## src/design/bptc_pkg.sv

```systemverilog
`timescale 1ns / 1ps
// Shared types, constants and helpers for the barometric compensation core.
// No dependencies; imported by bptc_seq and the top level of the core.
package bptc_pkg;

    typedef enum logic
    {
        OP_TEMP  = 1'b0,
        OP_PRESS = 1'b1
    } bptc_op_t;

    // Configuration register indexes
    localparam logic [1:0] REG_OVERSAMPLING = 2'd0;
    localparam logic [1:0] REG_TEMP_CAL     = 2'd1;
    localparam logic [1:0] REG_PRESS_CAL_A  = 2'd2;
    localparam logic [1:0] REG_PRESS_CAL_B  = 2'd3;

    localparam logic [1:0]  OVERSAMPLING_RESET = 2'd1;
    localparam logic [31:0] OFFSET_B6   = 32'd4000;
    localparam logic [31:0] HALF_RANGE  = 32'd32768;
    localparam logic [31:0] PRESS_SCALE = 32'd50000;
    localparam logic [31:0] POLY_A      = 32'd3038;
    localparam logic [31:0] POLY_B_NEG  = 32'hFFFF_E343;  // -7357
    localparam logic [31:0] POLY_C      = 32'd3791;

    typedef struct packed
    {
        logic        kind;
        logic [31:0] value;
        logic        error;
    } bptc_res_t;

    // Arithmetic shift right of a 32-bit word
    function automatic logic [31:0] asr(input logic [31:0] v, input logic [4:0] s);
        logic signed [31:0] t;
        t = v;
        return t >>> s;
    endfunction

    function automatic logic [31:0] sx16(input logic [15:0] v);
        return {{16{v[15]}}, v};
    endfunction

    function automatic logic [31:0] neg32(input logic [31:0] v);
        return ~v + 32'd1;
    endfunction

endpackage

```

## src/design/bptc_if.sv

```systemverilog
`timescale 1ns / 1ps
// Valid/ready channel interfaces for raw sample items and result items.
// Depends on nothing; used by the top level of the compensation core.
interface bptc_sample_if;
    logic        valid;
    logic        ready;
    logic        opcode;
    logic [23:0] raw_reading;

    modport source (output valid, output opcode, output raw_reading, input ready);
    modport sink   (input valid, input opcode, input raw_reading, output ready);
endinterface

interface bptc_result_if;
    logic               valid;
    logic               ready;
    logic               kind;
    logic signed [31:0] value;
    logic               error;

    modport source (output valid, output kind, output value, output error, input ready);
    modport sink   (input valid, input kind, input value, input error, output ready);
endinterface

```

## src/design/bptc_mul.sv

```systemverilog
`timescale 1ns / 1ps
// Shared 32x32 multiplier keeping the low 32 bits, product registered.
// No package dependency; driven by the sequencer.
module bptc_mul
(
    input  logic        clk,
    input  logic [31:0] a,
    input  logic [31:0] b,
    output logic [31:0] prod
);

    logic [31:0] prod_reg;

    // Low half of the product is the same for signed and unsigned operands
    always_ff @(posedge clk)
    begin
        prod_reg <= 32'(a * b);
    end

    assign prod = prod_reg;

endmodule

```

## src/design/bptc_div.sv

```systemverilog
`timescale 1ns / 1ps
// Unsigned 32/32 restoring divider, one quotient bit per cycle.
// No package dependency; started by the sequencer, pulses done when finished.
module bptc_div
(
    input  logic        clk,
    input  logic        rst_n,
    input  logic        start,
    input  logic [31:0] num,
    input  logic [31:0] den,
    output logic        done,
    output logic [31:0] quo
);

    localparam int unsigned STEPS = 32;

    logic                       busy_reg;
    logic                       done_reg;
    logic [$clog2(STEPS)-1:0]   cnt_reg;
    logic [31:0]                rem_reg;
    logic [31:0]                quo_reg;
    logic [31:0]                den_reg;
    logic [32:0]                rem_sh;
    logic                       ge;

    assign rem_sh = {rem_reg, quo_reg[31]};
    assign ge     = rem_sh >= {1'b0, den_reg};

    always_ff @(posedge clk or negedge rst_n)
    begin
        if (!rst_n)
        begin
            busy_reg <= 1'b0;
            done_reg <= 1'b0;
            cnt_reg  <= '0;
            rem_reg  <= '0;
            quo_reg  <= '0;
            den_reg  <= '0;
        end
        else
        begin
            done_reg <= 1'b0;
            if (start)
            begin
                busy_reg <= 1'b1;
                cnt_reg  <= '0;
                rem_reg  <= '0;
                quo_reg  <= num;
                den_reg  <= den;
            end
            else if (busy_reg)
            begin
                // shift in the next dividend bit, subtract when it fits
                rem_reg <= ge ? 32'(rem_sh - {1'b0, den_reg}) : rem_sh[31:0];
                quo_reg <= {quo_reg[30:0], ge};
                cnt_reg <= cnt_reg + 1'b1;
                if (cnt_reg == ($clog2(STEPS))'(STEPS - 1))
                begin
                    busy_reg <= 1'b0;
                    done_reg <= 1'b1;
                end
            end
        end
    end

    assign done = done_reg;
    assign quo  = quo_reg;

endmodule

```

## src/design/bptc_seq.sv

```systemverilog
`timescale 1ns / 1ps
// Sequencer and working registers of the compensation core: steps one item
// through the shared multiplier and divider. Imports bptc_pkg.
module bptc_seq
    import bptc_pkg::*;
(
    input  logic        clk,
    input  logic        rst_n,
    input  logic        start,
    input  logic        opcode,
    input  logic [23:0] raw,
    input  logic [1:0]  oversampling,
    input  logic [63:0] temp_cal,
    input  logic [63:0] press_cal_a,
    input  logic [31:0] press_cal_b,
    input  logic        res_take,
    output logic        idle,
    output logic        res_valid,
    output bptc_res_t   res
);

    typedef enum logic [5:0]
    {
        S_IDLE,
        S_T_DIFF, S_T_MUL, S_T_X1, S_T_DIV, S_T_WAIT, S_T_SUM, S_T_OUT,
        S_P_LOAD, S_P_SQ_MUL, S_P_SQ, S_P_B2_MUL, S_P_B2, S_P_AC2_MUL, S_P_X3,
        S_P_AC1, S_P_B3, S_P_AC3_MUL, S_P_AC3, S_P_B1_MUL, S_P_B1, S_P_RND,
        S_P_OFS, S_P_AC4_MUL, S_P_B4, S_P_DIFF, S_P_B7_MUL, S_P_DIV, S_P_WAIT,
        S_P_X1, S_P_SQR_MUL, S_P_SQR, S_P_PA_MUL, S_P_PA, S_P_PB_MUL, S_P_PB,
        S_P_PC, S_P_OUT,
        S_RESULT
    } state_t;

    state_t      state_reg;
    logic        kind_reg;
    logic [23:0] raw_reg;
    logic [23:0] up_reg;
    logic [31:0] acc_reg;
    logic [31:0] b6_reg;
    logic [31:0] sq_reg;
    logic [31:0] b3_reg;
    logic [31:0] b4_reg;
    logic [31:0] pv_reg;
    logic [31:0] tt_reg;
    logic [31:0] value_reg;
    logic        err_reg;
    logic        sign_reg;

    logic [31:0] ac5, ac6, mc, md, ac1, ac2, ac3, ac4, b1, b2;
    logic [31:0] mul_a, mul_b, prod;
    logic [31:0] div_num, div_den, quo;
    logic        div_start, div_done;
    logic [31:0] num_t, den_t, scale;

    assign ac5 = {16'd0, temp_cal[63:48]};
    assign ac6 = {16'd0, temp_cal[47:32]};
    assign mc  = sx16(temp_cal[31:16]);
    assign md  = sx16(temp_cal[15:0]);
    assign ac1 = sx16(press_cal_a[63:48]);
    assign ac2 = sx16(press_cal_a[47:32]);
    assign ac3 = sx16(press_cal_a[31:16]);
    assign ac4 = {16'd0, press_cal_a[15:0]};
    assign b1  = sx16(press_cal_b[31:16]);
    assign b2  = sx16(press_cal_b[15:0]);

    assign num_t = {mc[20:0], 11'd0};
    assign den_t = acc_reg + md;
    assign scale = PRESS_SCALE >> oversampling;

    // Operand selection for the shared multiplier
    always_comb
    begin
        mul_a = acc_reg;
        mul_b = acc_reg;
        case (state_reg)
            S_T_MUL:     begin mul_a = acc_reg;    mul_b = ac5;     end
            S_P_SQ_MUL:  begin mul_a = b6_reg;     mul_b = b6_reg;  end
            S_P_B2_MUL:  begin mul_a = b2;         mul_b = sq_reg;  end
            S_P_AC2_MUL: begin mul_a = ac2;        mul_b = b6_reg;  end
            S_P_AC3_MUL: begin mul_a = ac3;        mul_b = b6_reg;  end
            S_P_B1_MUL:  begin mul_a = b1;         mul_b = sq_reg;  end
            S_P_AC4_MUL: begin mul_a = ac4;        mul_b = acc_reg; end
            S_P_B7_MUL:  begin mul_a = acc_reg;    mul_b = scale;   end
            S_P_SQR_MUL: begin mul_a = acc_reg;    mul_b = acc_reg; end
            S_P_PA_MUL:  begin mul_a = acc_reg;    mul_b = POLY_A;  end
            S_P_PB_MUL:  begin mul_a = POLY_B_NEG; mul_b = pv_reg;  end
            default:     begin mul_a = acc_reg;    mul_b = acc_reg; end
        endcase
    end

    // Divider launch: signed magnitudes for temperature, unsigned for pressure
    always_comb
    begin
        div_start = 1'b0;
        div_num   = '0;
        div_den   = '0;
        if (state_reg == S_T_DIV)
        begin
            div_start = den_t != '0;
            div_num   = num_t[31] ? neg32(num_t) : num_t;
            div_den   = den_t[31] ? neg32(den_t) : den_t;
        end
        else if (state_reg == S_P_DIV)
        begin
            div_start = b4_reg != '0;
            div_num   = prod[31] ? prod : {prod[30:0], 1'b0};
            div_den   = b4_reg;
        end
    end

    bptc_mul u_mul
    (
        .clk  (clk),
        .a    (mul_a),
        .b    (mul_b),
        .prod (prod)
    );

    bptc_div u_div
    (
        .clk   (clk),
        .rst_n (rst_n),
        .start (div_start),
        .num   (div_num),
        .den   (div_den),
        .done  (div_done),
        .quo   (quo)
    );

    always_ff @(posedge clk or negedge rst_n)
    begin
        if (!rst_n)
        begin
            state_reg <= S_IDLE;
            kind_reg  <= 1'b0;
            raw_reg   <= '0;
            up_reg    <= '0;
            acc_reg   <= '0;
            b6_reg    <= '0;
            sq_reg    <= '0;
            b3_reg    <= '0;
            b4_reg    <= '0;
            pv_reg    <= '0;
            tt_reg    <= '0;
            value_reg <= '0;
            err_reg   <= 1'b0;
            sign_reg  <= 1'b0;
        end
        else
        begin
            unique case (state_reg)
                S_IDLE:
                begin
                    if (start)
                    begin
                        kind_reg  <= opcode;
                        raw_reg   <= raw;
                        err_reg   <= 1'b0;
                        state_reg <= (bptc_op_t'(opcode) == OP_PRESS) ? S_P_LOAD : S_T_DIFF;
                    end
                end

                // Temperature
                S_T_DIFF:
                begin
                    acc_reg   <= {16'd0, raw_reg[15:0]} - ac6;
                    state_reg <= S_T_MUL;
                end
                S_T_MUL:  state_reg <= S_T_X1;
                S_T_X1:
                begin
                    acc_reg   <= asr(prod, 5'd15);
                    state_reg <= S_T_DIV;
                end
                S_T_DIV:
                begin
                    if (den_t == '0)
                    begin
                        err_reg   <= 1'b1;
                        value_reg <= '0;
                        state_reg <= S_RESULT;
                    end
                    else
                    begin
                        sign_reg  <= num_t[31] ^ den_t[31];
                        state_reg <= S_T_WAIT;
                    end
                end
                S_T_WAIT:
                begin
                    if (div_done)
                    begin
                        pv_reg    <= sign_reg ? neg32(quo) : quo;
                        state_reg <= S_T_SUM;
                    end
                end
                S_T_SUM:
                begin
                    tt_reg    <= acc_reg + pv_reg;
                    state_reg <= S_T_OUT;
                end
                S_T_OUT:
                begin
                    value_reg <= asr(tt_reg + 32'd8, 5'd4);
                    state_reg <= S_RESULT;
                end

                // Pressure
                S_P_LOAD:
                begin
                    up_reg    <= raw_reg >> (4'd8 - {2'd0, oversampling});
                    b6_reg    <= tt_reg - OFFSET_B6;
                    state_reg <= S_P_SQ_MUL;
                end
                S_P_SQ_MUL: state_reg <= S_P_SQ;
                S_P_SQ:
                begin
                    sq_reg    <= asr(prod, 5'd12);
                    state_reg <= S_P_B2_MUL;
                end
                S_P_B2_MUL: state_reg <= S_P_B2;
                S_P_B2:
                begin
                    acc_reg   <= asr(prod, 5'd11);
                    state_reg <= S_P_AC2_MUL;
                end
                S_P_AC2_MUL: state_reg <= S_P_X3;
                S_P_X3:
                begin
                    acc_reg   <= acc_reg + asr(prod, 5'd11);
                    state_reg <= S_P_AC1;
                end
                S_P_AC1:
                begin
                    acc_reg   <= {ac1[29:0], 2'd0} + acc_reg;
                    state_reg <= S_P_B3;
                end
                S_P_B3:
                begin
                    b3_reg    <= asr((acc_reg << oversampling) + 32'd2, 5'd2);
                    state_reg <= S_P_AC3_MUL;
                end
                S_P_AC3_MUL: state_reg <= S_P_AC3;
                S_P_AC3:
                begin
                    acc_reg   <= asr(prod, 5'd13);
                    state_reg <= S_P_B1_MUL;
                end
                S_P_B1_MUL: state_reg <= S_P_B1;
                S_P_B1:
                begin
                    acc_reg   <= acc_reg + asr(prod, 5'd16);
                    state_reg <= S_P_RND;
                end
                S_P_RND:
                begin
                    acc_reg   <= asr(acc_reg + 32'd2, 5'd2);
                    state_reg <= S_P_OFS;
                end
                S_P_OFS:
                begin
                    acc_reg   <= acc_reg + HALF_RANGE;
                    state_reg <= S_P_AC4_MUL;
                end
                S_P_AC4_MUL: state_reg <= S_P_B4;
                S_P_B4:
                begin
                    b4_reg    <= prod >> 15;
                    state_reg <= S_P_DIFF;
                end
                S_P_DIFF:
                begin
                    acc_reg   <= {8'd0, up_reg} - b3_reg;
                    state_reg <= S_P_B7_MUL;
                end
                S_P_B7_MUL: state_reg <= S_P_DIV;
                S_P_DIV:
                begin
                    if (b4_reg == '0)
                    begin
                        err_reg   <= 1'b1;
                        value_reg <= '0;
                        state_reg <= S_RESULT;
                    end
                    else
                    begin
                        // top bit set: divide first, double the quotient after
                        sign_reg  <= prod[31];
                        state_reg <= S_P_WAIT;
                    end
                end
                S_P_WAIT:
                begin
                    if (div_done)
                    begin
                        pv_reg    <= sign_reg ? {quo[30:0], 1'b0} : quo;
                        state_reg <= S_P_X1;
                    end
                end
                S_P_X1:
                begin
                    acc_reg   <= asr(pv_reg, 5'd8);
                    state_reg <= S_P_SQR_MUL;
                end
                S_P_SQR_MUL: state_reg <= S_P_SQR;
                S_P_SQR:
                begin
                    acc_reg   <= prod;
                    state_reg <= S_P_PA_MUL;
                end
                S_P_PA_MUL: state_reg <= S_P_PA;
                S_P_PA:
                begin
                    acc_reg   <= asr(prod, 5'd16);
                    state_reg <= S_P_PB_MUL;
                end
                S_P_PB_MUL: state_reg <= S_P_PB;
                S_P_PB:
                begin
                    acc_reg   <= acc_reg + asr(prod, 5'd16);
                    state_reg <= S_P_PC;
                end
                S_P_PC:
                begin
                    acc_reg   <= acc_reg + POLY_C;
                    state_reg <= S_P_OUT;
                end
                S_P_OUT:
                begin
                    value_reg <= pv_reg + asr(acc_reg, 5'd4);
                    state_reg <= S_RESULT;
                end

                // Hold the result until the output stage takes it
                S_RESULT:
                begin
                    if (res_take)
                    begin
                        state_reg <= S_IDLE;
                    end
                end

                default: state_reg <= S_IDLE;
            endcase
        end
    end

    assign idle      = state_reg == S_IDLE;
    assign res_valid = state_reg == S_RESULT;
    assign res       = '{kind: kind_reg, value: value_reg, error: err_reg};

endmodule

```

## src/design/baro_pressure_temp_compensation_core.sv

```systemverilog
`timescale 1ns / 1ps
// Top level of the barometric compensation core: configuration registers,
// input handshake and output register. Uses bptc_pkg, bptc_if, bptc_seq.
//
// Converts raw sensor readings to temperature (0.1 degree units) or pressure
// (pascals) with the integer datasheet formulas, 32-bit wrapping arithmetic.
// A temperature item also stores the intermediate temperature term that later
// pressure items use (zero after reset). A zero divisor gives error set and
// value zero; a failed temperature item leaves the stored term unchanged.
// One item is in work at a time and goes through the 32-step restoring
// divider and the single shared multiplier that every product goes through
// in turn; a zero divisor ends the item before the divider starts.
// The input opens again once the result has moved to the output register,
// even if that register is still waiting to be taken.
// The sequencer reads the configuration registers as it goes: write them only
// while no item is in work.
module baro_pressure_temp_compensation_core
    import bptc_pkg::*;
(
    input  logic        clk,
    input  logic        rst_n,
    bptc_sample_if.sink   sample,
    bptc_result_if.source result,
    input  logic        wr_en,
    input  logic [1:0]  wr_index,
    input  logic [63:0] wr_data
);

    logic [1:0]  oversampling_reg;
    logic [63:0] temp_cal_reg;
    logic [63:0] press_cal_a_reg;
    logic [31:0] press_cal_b_reg;

    logic        out_valid_reg;
    bptc_res_t   out_res_reg;

    logic        seq_idle;
    logic        seq_res_valid;
    bptc_res_t   seq_res;
    logic        take;

    always_ff @(posedge clk or negedge rst_n)
    begin
        if (!rst_n)
        begin
            oversampling_reg <= OVERSAMPLING_RESET;
            temp_cal_reg     <= '0;
            press_cal_a_reg  <= '0;
            press_cal_b_reg  <= '0;
        end
        else if (wr_en)
        begin
            unique case (wr_index)
                REG_OVERSAMPLING: oversampling_reg <= wr_data[1:0];
                REG_TEMP_CAL:     temp_cal_reg     <= wr_data;
                REG_PRESS_CAL_A:  press_cal_a_reg  <= wr_data;
                REG_PRESS_CAL_B:  press_cal_b_reg  <= wr_data[31:0];
                default:          ;
            endcase
        end
    end

    bptc_seq u_seq
    (
        .clk          (clk),
        .rst_n        (rst_n),
        .start        (sample.valid),
        .opcode       (sample.opcode),
        .raw          (sample.raw_reading),
        .oversampling (oversampling_reg),
        .temp_cal     (temp_cal_reg),
        .press_cal_a  (press_cal_a_reg),
        .press_cal_b  (press_cal_b_reg),
        .res_take     (take),
        .idle         (seq_idle),
        .res_valid    (seq_res_valid),
        .res          (seq_res)
    );

    assign sample.ready = seq_idle;

    // Move the result on when the output register is empty or being drained
    assign take = seq_res_valid && (!out_valid_reg || result.ready);

    always_ff @(posedge clk or negedge rst_n)
    begin
        if (!rst_n)
        begin
            out_valid_reg <= 1'b0;
            out_res_reg   <= '0;
        end
        else
        begin
            if (take)
            begin
                out_valid_reg <= 1'b1;
                out_res_reg   <= seq_res;
            end
            else if (result.ready)
            begin
                out_valid_reg <= 1'b0;
            end
        end
    end

    assign result.valid = out_valid_reg;
    assign result.kind  = out_res_reg.kind;
    assign result.value = out_res_reg.value;
    assign result.error = out_res_reg.error;

    // An error result always carries a zero value
    a_err_zero: assert property (@(posedge clk) disable iff (!rst_n)
        result.valid && result.error |-> result.value == 32'sd0)
        else $error("error result with non-zero value");

    // One item at a time: acceptance closes the input until the item is done
    a_one_item: assert property (@(posedge clk) disable iff (!rst_n)
        sample.valid && sample.ready |=> !sample.ready)
        else $error("input still open after an item was accepted");

    // The output register only becomes valid when the sequencer hands over
    a_out_load: assert property (@(posedge clk) disable iff (!rst_n)
        $rose(result.valid) |-> $past(seq_res_valid))
        else $error("result appeared without a finished item");

endmodule
```

## src/flat_wrapper.sv

```systemverilog
// flat-port wrapper written by rule: the top's interface ports become plain ports
module baro_pressure_temp_compensation_core_flat import bptc_pkg::*;
  (clk, rst_n, wr_en, wr_index, wr_data, sample_valid, sample_opcode, sample_raw_reading, sample_ready, result_valid, result_kind, result_value, result_error, result_ready);
  bptc_sample_if sample_i ();
  bptc_result_if result_i ();
  input  logic clk;
  input  logic rst_n;
  input  logic wr_en;
  input  logic [1:0] wr_index;
  input  logic [63:0] wr_data;
  input wire logic [$bits(sample_i.valid)-1:0] sample_valid;
  input wire logic [$bits(sample_i.opcode)-1:0] sample_opcode;
  input wire logic [$bits(sample_i.raw_reading)-1:0] sample_raw_reading;
  output wire logic [$bits(sample_i.ready)-1:0] sample_ready;
  output wire logic [$bits(result_i.valid)-1:0] result_valid;
  output wire logic [$bits(result_i.kind)-1:0] result_kind;
  output wire logic [$bits(result_i.value)-1:0] result_value;
  output wire logic [$bits(result_i.error)-1:0] result_error;
  input wire logic [$bits(result_i.ready)-1:0] result_ready;
  assign sample_i.valid = sample_valid;
  assign sample_i.opcode = sample_opcode;
  assign sample_i.raw_reading = sample_raw_reading;
  assign sample_ready = sample_i.ready;
  assign result_valid = result_i.valid;
  assign result_kind = result_i.kind;
  assign result_value = result_i.value;
  assign result_error = result_i.error;
  assign result_i.ready = result_ready;
  baro_pressure_temp_compensation_core u_core (.clk(clk), .rst_n(rst_n), .sample(sample_i), .result(result_i), .wr_en(wr_en), .wr_index(wr_index), .wr_data(wr_data));
endmodule
```

## config.mk

```make
export PLATFORM = sky130hd
export DESIGN_NAME = baro_pressure_temp_compensation_core_flat
export DESIGN_NICKNAME = d
export VERILOG_FILES = /design/src/design/bptc_pkg.sv /design/src/design/bptc_if.sv /design/src/design/bptc_mul.sv /design/src/design/bptc_div.sv /design/src/design/bptc_seq.sv /design/src/design/baro_pressure_temp_compensation_core.sv /design/src/flat_wrapper.sv
export SDC_FILE = /design/constraint.sdc
export NUM_CORES = 2
export LEC_CHECK = 0
export ABC_AREA = 1
export BUFFER_PORTS_ARGS = -buffer_cell sky130_fd_sc_hd__buf_2
export CORE_UTILIZATION = 32
export DETAILED_ROUTE_END_ITERATION = 7
export PLACE_DENSITY = 0.49
export SYNTH_ARGS = -nofsm -noshare
export SYNTH_HDL_FRONTEND = slang
export SYNTH_HIERARCHICAL = 1
export SYNTH_SLANG_ARGS = --single-unit
```

## constraint.sdc

```tcl
create_clock -name clk -period 9.1 [get_ports clk]
set_clock_uncertainty 0.2 [all_clocks]
set_input_delay 1.365 -clock clk [delete_from_list [all_inputs] [get_ports clk]]
set_output_delay 1.365 -clock clk [all_outputs]
set_load 0.01 [all_outputs]
```

======== Yosys cells after proc, flatten, opt, wreduce, memory -nomap -nowiden ========
Cells that the tools add are included.
Widths: inputs -> output; s select.
cells by class
  multiplexer cells ....................... 50
  shift operators ......................... 3
  divide/modulo/power cells ............... 0
  $mul .................................... 1
  reduce and logical (&&, ||, !) cells .... 30
  equality and inequality tests ........... 50
  $lt $le $gt $ge ......................... 1
  $add $sub $neg .......................... 20
  bitwise gates (word level) .............. 4
operator list
  cell                    count
  $mux 32                 17
  $pmux 32 s14            1
  $pmux 6 s38             1
  $pmux 32 s7             1
  $add 32x32->32          6
  $pmux 32 s6             1
  $pmux 32 s4             1
  $add 32x1->32 const B   3
  $eq 6x5->1 const B      16
  $not 32->32             3
  $add 32x2->32 const B   2
  $logic_not 32->1        2
  $pmux 32 s2             1
  $reduce_bool 32->1      2
  $eq 6x4->1 const B      8
  $eq 6x6->1 const B      7
  $mux 6                  6
  $ge 33x32->1            1
  $add 32x12->32 const B  1
  $add 32x16->32 const B  1
  $add 32x4->32 const B   1
  $mul 32x32->32          1
  $shl 32x2->32           1
  $shr 16x2->32 const A   1
  other kinds (36)        74
storage, ports and cells
  ROM bits ................................ 0
  logic and storage cells ................. 188
  input bits .............................. 96
  memory bits (writable) .................. 0
  output and inout port bits .............. 36
  bits in registers ....................... 616
  latch bits .............................. 0
  memories kept ........................... 0

======== Logic depth before layout (Yosys ltp) ========
  depth after elaboration ................. 5
  gate-level depth with buffers ........... 42
  gate-level depth less buffers ........... 40

======== Modules after synthesis ========
The synthesis kept the hierarchy.
by module, submodules not included
  module                                instances  area an instance (um^2)  seq. area each (um^2)  cells each
  bptc_seq                              1          33764.9                  7106.8                 5605
  bptc_mul                              1          17783.3                  640.6                  2393
  baro_pressure_temp_compensation_core  1          8456.9                   4931.0                 870
  bptc_div                              1          7133.1                   2577.5                 1041

======== Least setup slack after synthesis ========
OpenSTA, ideal clock, no wires.
  path kind ............................... register to register
  from .................................... register u_core.oversampling_reg[0]
  to ...................................... register u_core.u_seq.u_mul.prod_reg[30] (netlist: u_core/u_seq/u_mul/prod[30])
  path slack .............................. -111 ps
  data arrival time ....................... 8887 ps
  setup time .............................. 123 ps
  buffers on the path ..................... 8
  clock period less this slack ............ 9211 ps
  stages on the path, launching flop included .. 40
  data required time ...................... 8777 ps
  cell sequence ........................... dfstp_2 buf_6 buf_6 buf_6 clkbuf_1 clkinv_1 ha_1 clkbuf_1 inv_1 buf_1 nor2_1 a211oi_1 o2111ai_1 buf_2 clkbuf_1 nand2_1 inv_1 fa_1 [... 4 more ...] inv_1 fa_1 inv_1 fa_1 inv_1 fa_1 inv_1 fa_1 inv_1 ha_1 nand2_1 nor4_2 nand3_1 nand3_1 nand3_1 nand2_1 a21oi_1 xor2_1
between the ends
  longest elaborated chain between the ends .. 3
ends and longest elaborated chain
  what                       line                                        text
  start, declared            baro_pressure_temp_compensation_core.sv:29  logic [1:0] oversampling_reg;
  start signal, assigned     baro_pressure_temp_compensation_core.sv:54  REG_OVERSAMPLING: oversampling_reg <= wr_data[1:0];
  $shr 16x2->32              bptc_seq.sv:68                              assign scale = PRESS_SCALE >> oversampling;
  $pmux 32 s6                bptc_seq.sv:75                              case (state_reg)
  net u_core.u_seq.mul_b[7]  bptc_seq.sv:50                              logic [31:0] mul_a, mul_b, prod;
  $mul 32x32->32             bptc_mul.sv:17                              prod_reg <= 32'(a * b);
  end signal, assigned       bptc_mul.sv:17
  end, declared              bptc_mul.sv:12                              logic [31:0] prod_reg;
The timed path passes the listed nets, and every way through them passes these cells.
A chain may end at the register's enable or synchronous reset.

======== Worst setup path in the final report ========
  from .................................... register u_core.u_seq.state_reg[3]
  to ...................................... register u_core.u_seq.u_mul.prod_reg[30] (netlist: u_core/u_seq/u_mul/prod[30])
between the ends
  longest elaborated chain between the ends .. 4
  elaborated cells on any way between the ends .. 15
  classes of those cells .................. mul (1); eq/ne (10); mux (2); reduce/logical (2)
ends and longest elaborated chain
  what                                                          line             text
  start, declared                                               bptc_seq.sv:34   state_t state_reg;
  start signal, assigned                                        bptc_seq.sv:159  state_reg <= (bptc_op_t'(opcode) == OP_PRESS) ? S_P_LOAD : S_T_DIFF;
  $eq 6x5->1 or $eq 6x4->1 (tied branches)                      bptc_seq.sv:75
  $reduce_or 3->1 (no line) or $reduce_or 2->1 (tied branches)  --
  $pmux 32 s6 (*)                                               bptc_seq.sv:75
  net u_core.u_seq.mul_b[3]                                     bptc_seq.sv:50
  $mul 32x32->32 (*)                                            bptc_mul.sv:17
The timed path passes the listed nets; every way through them passes the cells marked *.

==> results.md <==
- The floorplan step set the die height to 460.0 um.
- The hold-fix buffer count after cts is 0.
- In the post-synthesis netlist, the biggest area contributors are sky130_fd_sc_hd__dfrtp_1, sky130_fd_sc_hd__nand2_1, sky130_fd_sc_hd__fa_1.
- The initial utilization of the core area, before any placement, comes to 0.3233.
- The via count normalized by instance count is 5.249.
- The count of pins over their slew limit is 0.
- The die outline area is 211600 um^2.
- Of the cells placed in the final design, the portion with a size suffix greater than 1 is 0.08575.
- The number of antenna-violating nets in the routed design is 0.
- The number of levels in the clock H-tree is 3.
- The placed wire-length estimate after detailed placement is 252.5 mm.
- The required arrival time at the worst endpoint is 9.53 ns.
- The final hold violation count is 0.
- The arrival time at the worst endpoint is 9.22 ns.
- STA classifies the critical path endpoint as a flop.
- Summing all multi-input logic gate instances after layout gives 43220 um^2.
- Max-cap violations in this run came to 0.
- Global routing finished with a remaining overflow of 0.
- The detailed router finished its first iteration with 6821 violations.
- Timing would allow up to 113.8 MHz.
- Synthesis produced a netlist with a net count of 10787.
- The worst hold margin is 0.2625 ns.
- For this run, the register share of the synthesized area comes to 0.2272.
- The number of buffers inserted during clock tree synthesis is 79.
- The worst path in the final design needs a cycle of 8.789 ns, including I/O delays and setup.
- Across all register-to-register paths, the minimum setup slack is 0.31 ns.
- The total iterations of the first detailed-routing run is 8.
- Yosys printed 6 warnings.
- The CTS root buffer is sky130_fd_sc_hd__clkbuf_16.
- The source-to-sink clock delay at the later pin of the worst-skew pair is 0.74 ns.
- Entering global routing, the biggest net connects 110 pins.
- Counting distinct cell types in the post-synthesis netlist gives 75.
- The type of the worst setup path is flop to flop.
- STA classifies the critical path startpoint as a flop.
- The number of antenna violations at the first check in global routing is 21.
- The via count of the first global-routing pass is 66330.
- The instance count along the most critical hold path is 2.
- Among all cell types in the netlist, the one instantiated most often is sky130_fd_sc_hd__nand2_1.
- The flow ran to the end, and the final reports show no timing, DRC or antenna violations.
- The most frequent cell on the critical path is sky130_fd_sc_hd__fa_1.
- The path with the worst hold slack has its endpoint at u_core/result.value[15].
- Dividing the final minimum period by the clock period gives 0.9658.
- Routability-driven placement finished with a final weighted congestion of 1.014.
- The detailed router placed 67859 vias in this run.
- For this run, design rule violations remaining after detail routing come to 0.
- In the synthesized netlist the async set-or-reset flop fraction comes to 0.9481.
- The sequential cell area is 15260 um^2.
- The filler cell count is 22595.
- The count of mapped cells out of synthesis is 9909.
- The total wirelength of the detailed-routed design is 314.1 mm.
- In this run the critical register-to-register path is launched from u_core/u_seq/state_reg[3].
- The count of final setup violators is 0.
- The number of placement rows is 167.
- The largest stage delay on the critical path is 0.56 ns.
- The class of the tightest hold or removal check is flop to flop.
- By count the netlist is led by sky130_fd_sc_hd__nand2_1, sky130_fd_sc_hd__inv_1, sky130_fd_sc_hd__nor2_1.
- The top-level port count is 132.
- The clock tree from TritonCTS is built.
- The clock transition at the registers of the reported paths is 0.06 ns.
- The number of enable flip-flop cells after synthesis is 0.
- The layout overhead on the synthesized area is 12.21%.
- The final-stage net count is 10948.
- The register bit count reported by yosys is 616.
- The quantity of I/O buffers inserted on ports is 131.
- At the pin with the least slew margin, the transition time is 1.253 ns.
- The area inside the core boundary is 207700 um^2.
- Measured along the x axis, the die boundary spans 460.0 um.
- CTS saw 616 sinks.
- The average cell area after synthesis is 6.775 um^2.
- Of the post-synthesis cell area, the dominant cell type holds 0.2173.
- The tightest slew margin relative to the limit is 0.1636.
- The worst hold path begins at u_core/result.value[15].
- The maximum net fanout on the critical path is 19.
- In the final routed layout, each cell accounts on average for 24.30 um.
- The most used flip-flop cell after synthesis is sky130_fd_sc_hd__dfrtp_1.
- The library cell contributing the largest single delay on the critical path is sky130_fd_sc_hd__fa_1.
- The first global-routing pass estimated 458.3 mm of wire.
- The maximum count of clock buffers along a single path is 3.
- Counting cells, the worst reg-to-reg path comes to 36.
- The post-synthesis cell type with the largest combined area is sky130_fd_sc_hd__dfrtp_1.
- The capture point of the worst reg-to-reg path is u_core/u_seq/u_mul/prod[30].
- The area of the mapped netlist is 67140 um^2.
- The total routing resource utilization after global routing is 0.2938.
==> worst max path at each step <==
stage / from / endpoint / slack (ns)
2_1_floorplan: u_core/oversampling_reg[0] / u_core/u_seq/u_mul/prod[30] / 0.11
3_3_place_gp: u_core/u_seq/state_reg[3] / u_core/u_seq/u_mul/prod[31] / -0.22
3_5_place_dp: u_core/u_seq/state_reg[3] / u_core/u_seq/u_mul/prod[28] / -0.07
4_1_cts: u_core/u_seq/state_reg[3] / u_core/u_seq/u_mul/prod[30] / 0.01
5_1_grt: u_core/u_seq/state_reg[3] / u_core/u_seq/u_mul/prod[31] / -0.01
6_report: u_core/u_seq/state_reg[3] / u_core/u_seq/u_mul/prod[30] / 0.31
==> cell usage in the layout, fill, tap and decap left out, types with 81 or more instances in the layout <==
cell                           n
sky130_fd_sc_hd__nand2_1    2941
sky130_fd_sc_hd__inv_1      1772
sky130_fd_sc_hd__nor2_1      586
sky130_fd_sc_hd__dfrtp_1     582
sky130_fd_sc_hd__o21ai_0     571
sky130_fd_sc_hd__a21oi_1     480
sky130_fd_sc_hd__nand3_1     449
sky130_fd_sc_hd__fa_1        416
sky130_fd_sc_hd__ha_1        365
sky130_fd_sc_hd__buf_4       281
sky130_fd_sc_hd__nand4_1     230
sky130_fd_sc_hd__buf_2       129
sky130_fd_sc_hd__nor3_1      112
sky130_fd_sc_hd__xor2_1      108
sky130_fd_sc_hd__clkbuf_16    81
==> routing by layer <==
| layer | track usage | share of wire | wire length, um | vias to the layer above |
|---|---|---|---|---|
| li1 | - | - | - | 31789 |
| met5 | 0 | 0.00039 | 123 | - |
| met1 | 0.4050 | 0.45 | 141100 | 33093 |
| met2 | 0.4611 | 0.44 | 138000 | 2486 |
| met3 | 0.04401 | 0.067 | 21160 | 473 |
| met4 | 0.1104 | 0.044 | 13810 | 18 |
==> repair_timing <==
action | 4_1_cts | 5_1_grt
setup endpoints to repair | 2 | 17
gates cloned | 0 | 2
gates resized for setup | 2 | 42
setup buffers | 2 | 11
pin swaps | 1 | 5
==> cell families after synthesis <==
logic type,after synthesis,synth area share
simple gates,4576,0.2874
buf+inv,2204,0.1330
compound gates,1537,0.1340
fa+ha+maj,782,0.1923
flops,616,0.2272
xor+xnor,169,0.02216
mux,25,0.003914
==> critical path: cells and delay by family (launching register included) <==
kind | cells | cell delay [ns]
flops | 1 | 0.43
simple gates | 12 | 1.54
buf+inv | 12 | 1.50
compound gates | 2 | 0.43
xor+xnor | 1 | 0.15
fa+ha+maj | 9 | 4.37
==> stage by stage <==
| step | TNS [ns] | std cells | setup slack (ns) | cell area [um^2] | utilization |
|---|---|---|---|---|---|
| floorplan | 0 | 9909 | 0.1074 | 67140 | - |
| detailed placement | -0.1332 | 12762 | -0.06751 | 72170 | 0.3475 |
| global placement | -1.231 | 12762 | -0.2183 | 72170 | 0.3475 |
| finish | 0 | 12929 | 0.3113 | 75340 | 0.3627 |
| global route | -0.01808 | 12925 | -0.01430 | 75330 | 0.3627 |
| CTS | 0 | 12909 | 0.01233 | 74930 | 0.3608 |
==> cell type report <==
| cell class | instances | area share |
|---|---|---|
| clock inverters | 41 | 0.007308 |
| diodes | 7 | 0.0002325 |
| flip-flops and latches | 616 | 0.2026 |
| inverters | 1817 | 0.09060 |
| multi-input cells | 7089 | 0.5736 |
| well taps | 2788 | 0.04630 |
| repair buffers | 467 | 0.05067 |
| clock buffers | 104 | 0.02868 |
Power is not shown: default switching activity piles up to over one toggle a cycle in this logic, so the estimate is an artifact.
